===== config.mk =====
export PLATFORM = sky130hd
export DESIGN_NAME = fixed_step_accumulator
export DESIGN_NICKNAME = d
export VERILOG_FILES = /design/src/sv/fsa_pkg.sv /design/src/sv/fsa_cfg.sv /design/src/sv/fsa_div.sv /design/src/sv/fixed_step_accumulator.sv
export SDC_FILE = /design/constraint.sdc
export NUM_CORES = 2
export LEC_CHECK = 0
export BUFFER_PORTS_ARGS = -buffer_cell sky130_fd_sc_hd__buf_4
export CORE_MARGIN = 4
export CORE_UTILIZATION = 40
export CTS_CLUSTER_SIZE = 20
export DETAILED_ROUTE_END_ITERATION = 10
export SETUP_SLACK_MARGIN = 0.5
export SLEW_MARGIN = 25
export SYNTH_ARGS = -nofsm -noshare
export SYNTH_HDL_FRONTEND = slang
export SYNTH_SLANG_ARGS = --single-unit

===== constraint.sdc =====
create_clock -name clk -period 13.5 [get_ports clk]
set_input_delay 1.35 -clock clk [delete_from_list [all_inputs] [get_ports clk]]
set_output_delay 1.35 -clock clk [all_outputs]
set_load 0.05 [all_outputs]

===== src/sv/fsa_pkg.sv =====
// shared constants and types for the fixed step accumulator
package fsa_pkg;

  localparam int MIN_STEP   = 1000;
  localparam int TIME_WIDTH = 32;
  localparam int ALPHA_BITS = 16;

  localparam int STEP_W  = 24;
  localparam int ACC_W   = 32;
  localparam int MSTEP_W = 8;
  localparam int TICK_W  = 64;
  localparam int DROP_W  = 33;
  localparam int ALPHA_W = 16;
  localparam int CFG_W   = 32;
  localparam int CFG_IDX_W = 2;
  localparam int OUT_DATA_W = 248;

  localparam logic [CFG_IDX_W-1:0] REG_STEP_PERIOD = 2'd0;
  localparam logic [CFG_IDX_W-1:0] REG_MAX_STEPS   = 2'd1;
  localparam logic [CFG_IDX_W-1:0] REG_MAX_ACCUM   = 2'd2;

  localparam logic [STEP_W-1:0]  RST_STEP_PERIOD = 24'd16667;
  localparam logic [MSTEP_W-1:0] RST_MAX_STEPS   = 8'd8;
  localparam logic [ACC_W-1:0]   RST_MAX_ACCUM   = 32'd250000;

  localparam logic [63:0] CAP_LIM_WIDE = (TIME_WIDTH >= ACC_W) ?
                                         64'(34359738367) :
                                         ((64'd1 << TIME_WIDTH) - 64'd1);
  localparam logic [ACC_W-1:0] CAP_LIM = (TIME_WIDTH >= ACC_W) ? '1 : CAP_LIM_WIDE[ACC_W-1:0];

  typedef struct packed {
    logic [STEP_W-1:0]  step;
    logic [ACC_W-1:0]   cap;
    logic [MSTEP_W-1:0] msteps;
    logic               clamp;
  } cfg_eff_t;

endpackage


===== src/sv/fsa_cfg.sv =====
// configuration registers and effective step, cap and step limit
module fsa_cfg import fsa_pkg::*; (
  input  logic                 clk,
  input  logic                 rst,
  input  logic                 cfg_we,
  input  logic [CFG_IDX_W-1:0] cfg_index,
  input  logic [CFG_W-1:0]     cfg_wdata,
  output cfg_eff_t             eff
);

  logic [STEP_W-1:0]  step_period;
  logic [MSTEP_W-1:0] max_steps;
  logic [ACC_W-1:0]   max_accum;
  logic               clamp;
  logic [STEP_W-1:0]  step_v;
  logic [ACC_W-1:0]   cap_raw;

  always_ff @(posedge clk) begin
    if (rst) begin
      step_period <= RST_STEP_PERIOD;
      max_steps   <= RST_MAX_STEPS;
      max_accum   <= RST_MAX_ACCUM;
      clamp       <= 1'b0;
    end else begin
      clamp <= 1'b0;
      if (cfg_we) begin
        case (cfg_index)
          REG_STEP_PERIOD: step_period <= cfg_wdata[STEP_W-1:0];
          REG_MAX_STEPS:   max_steps   <= cfg_wdata[MSTEP_W-1:0];
          REG_MAX_ACCUM: begin
            max_accum <= cfg_wdata[ACC_W-1:0];
            clamp     <= 1'b1;
          end
          default: ;
        endcase
      end
    end
  end

  always_comb begin
    step_v     = (step_period < STEP_W'(MIN_STEP)) ? STEP_W'(MIN_STEP) : step_period;
    cap_raw    = (max_accum < ACC_W'(step_v)) ? ACC_W'(step_v) : max_accum;
    eff.step   = step_v;
    eff.cap    = (cap_raw > CAP_LIM) ? CAP_LIM : cap_raw;
    eff.msteps = (max_steps == '0) ? MSTEP_W'(1) : max_steps;
    eff.clamp  = clamp;
  end

endmodule


===== src/sv/fsa_div.sv =====
// restoring divider, one quotient bit per cycle, integer then fraction bits
module fsa_div import fsa_pkg::*; #(
  parameter int FRAC_W = ALPHA_BITS
) (
  input  logic              clk,
  input  logic              rst,
  input  logic              start,
  input  logic [ACC_W-1:0]  dividend,
  input  logic [STEP_W-1:0] divisor,
  output logic              done,
  output logic [ACC_W-1:0]  quot,
  output logic [FRAC_W-1:0] frac,
  output logic [STEP_W-1:0] rem
);

  localparam int NB    = ACC_W + FRAC_W;
  localparam int CNT_W = $clog2(NB + 1);

  logic [NB-1:0]     sh;
  logic [STEP_W-1:0] r;
  logic [STEP_W-1:0] r_next;
  logic [STEP_W-1:0] dvs;
  logic [STEP_W:0]   trial;
  logic [STEP_W:0]   diff;
  logic              ge;
  logic [CNT_W-1:0]  cnt;
  logic              run;

  always_comb begin
    trial  = {r, sh[NB-1]};
    diff   = trial - {1'b0, dvs};
    ge     = trial >= {1'b0, dvs};
    r_next = ge ? diff[STEP_W-1:0] : trial[STEP_W-1:0];
  end

  always_ff @(posedge clk) begin
    if (rst) begin
      run  <= 1'b0;
      done <= 1'b0;
      cnt  <= '0;
    end else begin
      done <= 1'b0;
      if (start) begin
        run <= 1'b1;
        cnt <= '0;
        sh  <= {dividend, {FRAC_W{1'b0}}};
        r   <= '0;
        dvs <= divisor;
      end else if (run) begin
        sh  <= {sh[NB-2:0], ge};
        r   <= r_next;
        cnt <= cnt + CNT_W'(1);
        if (cnt == CNT_W'(ACC_W - 1)) begin
          rem <= r_next;
        end
        if (cnt == CNT_W'(NB - 1)) begin
          run  <= 1'b0;
          done <= 1'b1;
        end
      end
    end
  end

  assign quot = sh[NB-1:FRAC_W];
  assign frac = sh[FRAC_W-1:0];

endmodule


===== src/sv/fixed_step_accumulator.sv =====
// fixed step accumulator: frame time in, step plan out over one shared divider
// path from request to the first edge that can take its result: a clear goes through S_SUM
// to S_FIN, an advance through S_SUM, S_DIV (the bit-serial divider), S_MUL and S_FIN
// throughput: one request at a time, the next taken the cycle after its result is loaded;
// a held result stalls only that load
// reset: accumulator and tick counter zero, registers to their default values
module fixed_step_accumulator import fsa_pkg::*; #(
  parameter int ALPHA_BITS = fsa_pkg::ALPHA_BITS
) (
  input  logic                  clk,
  input  logic                  rst,
  input  logic                  s_tvalid,
  output logic                  s_tready,
  input  logic [31:0]           s_tdata,   // delta_time
  input  logic                  s_tuser,   // mode
  output logic                  m_tvalid,
  input  logic                  m_tready,
  output logic [OUT_DATA_W-1:0] m_tdata,   // step_used, first_tick, step_count,
                                           // dropped_time, alpha, accum_now, ticks_done
  input  logic                  cfg_we,
  input  logic [CFG_IDX_W-1:0]  cfg_index,
  input  logic [CFG_W-1:0]      cfg_wdata
);

  localparam logic [2:0] S_IDLE = 3'd0;
  localparam logic [2:0] S_SUM  = 3'd1;
  localparam logic [2:0] S_DIV  = 3'd2;
  localparam logic [2:0] S_MUL  = 3'd3;
  localparam logic [2:0] S_FIN  = 3'd4;

  cfg_eff_t eff;

  logic [2:0]          state;
  logic                is_clear;
  logic [31:0]         delta;
  logic [ACC_W-1:0]    acc;
  logic [TICK_W-1:0]   tick;
  logic [TICK_W-1:0]   first;
  logic [DROP_W-1:0]   drop_cap;
  logic [ACC_W-1:0]    sumc;
  logic [ACC_W-1:0]    base;
  logic [ACC_W-1:0]    prod;
  logic [MSTEP_W-1:0]  cnt8;

  logic                div_start;
  logic                div_done;
  logic [ACC_W-1:0]    div_quot;
  logic [ALPHA_BITS-1:0] div_frac;
  logic [STEP_W-1:0]   div_rem;

  logic [ACC_W-1:0]    delta_pos;
  logic [DROP_W-1:0]   sum_wide;
  logic                fin_load;
  logic [ACC_W-1:0]    skip;
  logic [ALPHA_BITS+ALPHA_W-1:0] frac_ext;
  logic [DROP_W-1:0]   drop_v;
  logic [TICK_W-1:0]   ticks_v;

  fsa_cfg u_cfg (
    .clk       (clk),
    .rst       (rst),
    .cfg_we    (cfg_we),
    .cfg_index (cfg_index),
    .cfg_wdata (cfg_wdata),
    .eff       (eff)
  );

  fsa_div #(.FRAC_W(ALPHA_BITS)) u_div (
    .clk      (clk),
    .rst      (rst),
    .start    (div_start),
    .dividend (sumc),
    .divisor  (eff.step),
    .done     (div_done),
    .quot     (div_quot),
    .frac     (div_frac),
    .rem      (div_rem)
  );

  assign s_tready = (state == S_IDLE);

  always_comb begin
    delta_pos = delta[31] ? '0 : delta;
    sum_wide  = DROP_W'(acc) + DROP_W'(delta_pos);
    fin_load  = (state == S_FIN) && (!m_tvalid || m_tready);
    skip      = base - prod;
    frac_ext  = {{ALPHA_W{1'b0}}, div_frac};
    drop_v    = drop_cap + DROP_W'(skip);
    ticks_v   = tick + TICK_W'(cnt8);
  end

  always_ff @(posedge clk) begin
    if (rst) begin
      state     <= S_IDLE;
      div_start <= 1'b0;
      acc       <= '0;
      tick      <= '0;
      m_tvalid  <= 1'b0;
    end else begin
      div_start <= 1'b0;
      if (fin_load) begin
        m_tvalid <= 1'b1;
      end else if (m_tready) begin
        m_tvalid <= 1'b0;
      end
      case (state)
        S_IDLE: begin
          if (s_tvalid) begin
            is_clear <= s_tuser;
            delta    <= s_tdata;
            state    <= S_SUM;
          end
        end
        S_SUM: begin
          first <= tick + TICK_W'(1);
          if (is_clear) begin
            state <= S_FIN;
          end else begin
            if (sum_wide > DROP_W'(eff.cap)) begin
              drop_cap <= sum_wide - DROP_W'(eff.cap);
              sumc     <= eff.cap;
            end else begin
              drop_cap <= '0;
              sumc     <= sum_wide[ACC_W-1:0];
            end
            div_start <= 1'b1;
            state     <= S_DIV;
          end
        end
        S_DIV: begin
          if (div_done) begin
            cnt8  <= (div_quot < ACC_W'(eff.msteps)) ? div_quot[MSTEP_W-1:0] : eff.msteps;
            base  <= sumc - ACC_W'(div_rem);
            state <= S_MUL;
          end
        end
        S_MUL: begin
          prod  <= ACC_W'({{(ACC_W-MSTEP_W){1'b0}}, cnt8} * {{(ACC_W-STEP_W){1'b0}}, eff.step});
          state <= S_FIN;
        end
        S_FIN: begin
          if (fin_load) begin
            state <= S_IDLE;
            if (is_clear) begin
              acc     <= '0;
              tick    <= '0;
              m_tdata <= {7'd0, {TICK_W{1'b0}}, {ACC_W{1'b0}}, {ALPHA_W{1'b0}},
                          {DROP_W{1'b0}}, {MSTEP_W{1'b0}}, TICK_W'(1), eff.step};
            end else begin
              acc     <= ACC_W'(div_rem);
              tick    <= ticks_v;
              m_tdata <= {7'd0, ticks_v, ACC_W'(div_rem), frac_ext[ALPHA_W-1:0],
                          drop_v, cnt8, first, eff.step};
            end
          end
        end
        default: state <= S_IDLE;
      endcase
      if (!fin_load && eff.clamp && (acc > eff.cap)) begin
        acc <= eff.cap;
      end
    end
  end

endmodule

==> impl_metrics.tcl <==
set metrics [dict create \
    synthesis.area_mm2 0.0467 \
    grt_pass1_vias 33400 \
    p_leak_uw 0.0212 \
    cts_resized 0 \
    firstDrtPassIters 5 \
    synth_top_flop_cell "edfxtp_1" \
    hold_viol_final 0 \
    finalMaxSlewViolations 0 \
    max_cap_violations 0 \
    crit_family "compound AO/OA/AOI/OAI gates" \
    synth.most_common_cell "edfxtp_1" \
    peakVddDrop_mv 0.0819 \
    setup_violations 0 \
    cp.arrival_ns 8.95 \
    ys_seq_elements 761 \
    synthTopCellsByArea "edfxtp_1 38%, ha_1 8.0%, dfxtp_1 7.5%, fa_1 6.0%, a21oi_1 3.5%" \
    start_util_pct 40.2 \
    maxSlewHeadroom_pct 25.7 \
    wirelength_um 143000 \
    critical_path_class "reg -> reg" \
    syn_inst 4548 \
    yosys_warnings 0 \
    whs_path_depth 2 \
    drc_errors 0 \
    coreArea_mm2 0.116 \
    crit_cells 27 \
    grt_overflow 0 \
    dp_hpwl_um 108000 \
    reg2reg_depth 27 \
    critPathMostFrequentCell "a21o_1" \
    grt_pass1_wl_um 211000 \
    synth_edf_count 587 \
    power.total_uw 5950 \
    syn-mean-instance-area_um2 10.3 \
    clk_pin_slew_worst_paths_ns 0.06 \
    nFillCells 10900 \
    grt_start_max_net_pins 102 \
    track_usage_pct 22.8 \
    areaGrowthSynthToFinish_pct 14.4 \
    setup-tns-final_ns 0 \
    die_w_um 350 \
    synth_top_area_cell "edfxtp_1" \
    vias 34900 \
    drt-initial-drc-count 3162 \
    p_per_area_mw_per_mm2 111 \
    fin_skew_ns 0.0316 \
    synth_top_area_share_pct 37.7 \
    worstSetupStartpointType "flip-flop" \
    synth_cell_type_count 101 \
    hold_slack_ns 0.470 \
    io_buffers 306 \
    ys_async_sr_fraction_pct 0 \
    layout-drive-gt1-share_pct 13.0 \
    ctsHoldBuffers 0 \
    worst_hold_path_type "reg -> reg" \
    required_ns 13.93 \
    viasPerCell 5.48 \
    r2r_slack_ns 4.98 \
    cts_tree "done" \
    status "complete, no violations" \
    critPathBufInv 3 \
    dp.cells 6196 \
    ios 322 \
    period_minus_slack_ns 8.52 \
    finalWeightedCongestion 0.959 \
    dieArea_mm2 0.122 \
    die_h_um 350 \
    numCtsBuffers 88 \
    tightest_slew_ns 1.11 \
    fin_cells 6365 \
    crit_fanout 28 \
    rows 125 \
    clock_path_buffers 3 \
    worst_setup_path_end_kind "flip-flop" \
    final_nets 5274 \
    antenna_found_initial 5 \
    rsz0062_at_grt "no" \
    cts.sinks 761 \
    period_share_pct 63.1 \
    ys_seq_area_share_pct 45.2 \
    wl_per_cell_um 22.4 \
    cts_root_buf "clkbuf_16" \
    slowest_stage "mux2i_1" \
    ant_nets 0 \
    max_freq_mhz 117 \
    clk_latency_ns 0.68 \
    yosys-top-cells-count "587 x edfxtp_1, 412 x nand2_1, 335 x nor2_1" \
    htreeDepth 3 \
    diodes 0 \
    cts_setup_buffers 0 \
    critPathMaxStageDelay_ns 0.73 \
]
## worst register-to-register path, stage by stage (launching register included)
cell,delay (ns)
dfxtp_1,0.66
nor4_1,0.16
and4_1,0.28
o21ai_1,0.24
buf_4,0.33
and2_1,0.31
inv_1,0.08
ha_1,0.18
a21o_1,0.17
a21o_1,0.17
a21oi_1,0.18
nand2_1,0.09
nand4_1,0.11
a31oi_1,0.09
o31ai_4,0.60
buf_4,0.41
mux2i_1,0.74
ha_1,0.41
a21o_1,0.20
a21o_1,0.19
a21oi_1,0.18
o21a_1,0.13
o31ai_1,0.10
o31ai_1,0.46
o21ai_0,0.21
nand2_1,0.44
nand2_1,0.65
mux2_2,0.50
## where the power goes
part	switching (uW)	leakage (uW)	internal, uW	total, uW
Clock	1040	0.00148	1490	2530
Combinational	519	0.0130	298	817
Sequential	30.0	0.00674	2570	2600
## per-layer routing
layer | routed length, um | GRT usage [%] | up-vias | share of wire (%)
met5 | 13 | 0 | - | 0.0091
met2 | 65900 | 37.0 | 1234 | 46
met4 | 4380 | 7.15 | 2 | 3.1
met1 | 62900 | 31.6 | 17000 | 44
li1 | - | - | 16400 | -
met3 | 9320 | 3.25 | 200 | 6.5
## cells by family after synthesis
group | synth area share [%]
buffers and inverters | 4.83
muxes | 2.29
DFF | 45.2
xor gates and xnor gates | 5.61
AOI/OAI and AO/OA | 11.6
other | 0.00803
and+or+nand+nor | 16.5
adders and majority gates | 13.9
## sequential cells by signal (all words and copies together), names as in the netlist, 32 cells and up
signal,cells
u_div.sh,48
m_tdata,233
sumc,32
u_cfg.max_accum,32
drop_cap,33
base,32
delta,32
first,64
tick,64
acc,32
prod,32
## final timing paths
kind | to | startpoint
max | sumc[0]$_DFFE_PP_ | u_cfg.step_period[22]$_SDFFE_PP0P_
min | u_cfg.step_period[5]$_SDFFE_PP0P_ | u_cfg.step_period[5]$_SDFFE_PP0P_
max reg2reg | sumc[0]$_DFFE_PP_ | u_cfg.step_period[22]$_SDFFE_PP0P_
min reg2reg | u_cfg.step_period[5]$_SDFFE_PP0P_ | u_cfg.step_period[5]$_SDFFE_PP0P_
## final cells by class
cell class                 instances  area, um2  share of cell area, %
clock buffer                     118       2420                   4.54
clock inverter                    48        629                   1.18
timing repair buffer             355       2700                   5.06
inverter                         319       1200                   2.24
multi-input combinational       3240      23500                   43.9
tap                             1524       1910                   3.57
sequential                       761      21100                   39.5
## per-stage QoR
step	area, um2	utilization (%)	setup slack [ns]
2_1_floorplan	46800	-	1.02
3_3_place_gp	50300	43.4	5.32
3_5_place_dp	50300	43.4	5.10
4_1_cts	53400	46.0	5.07
5_1_grt	53400	46.0	4.40
6_report	53400	46.0	4.98
## placed cells by master (no fill, tap or decap), types with 37 or more instances in the layout
cell type,synthesis,final
nor3_1,99,96
inv_1,319,319
xor2_1,115,115
clkbuf_16,0,88
edfxtp_1,587,587
mux2_2,63,63
fa_1,139,139
nor2_1,335,330
and2_1,92,92
ha_1,298,298
nand2b_1,37,37
a21oi_1,327,327
buf_4,23,351
xnor2_1,184,184
o21ai_0,146,146
nand3_1,102,102
and3_1,55,54
nand4_1,67,67
or3_1,47,46
a21o_1,97,97
o21a_1,44,44
nand2_1,412,411
dfxtp_1,174,173
nor2b_1,194,193
Power figures use the tool's default switching activity.
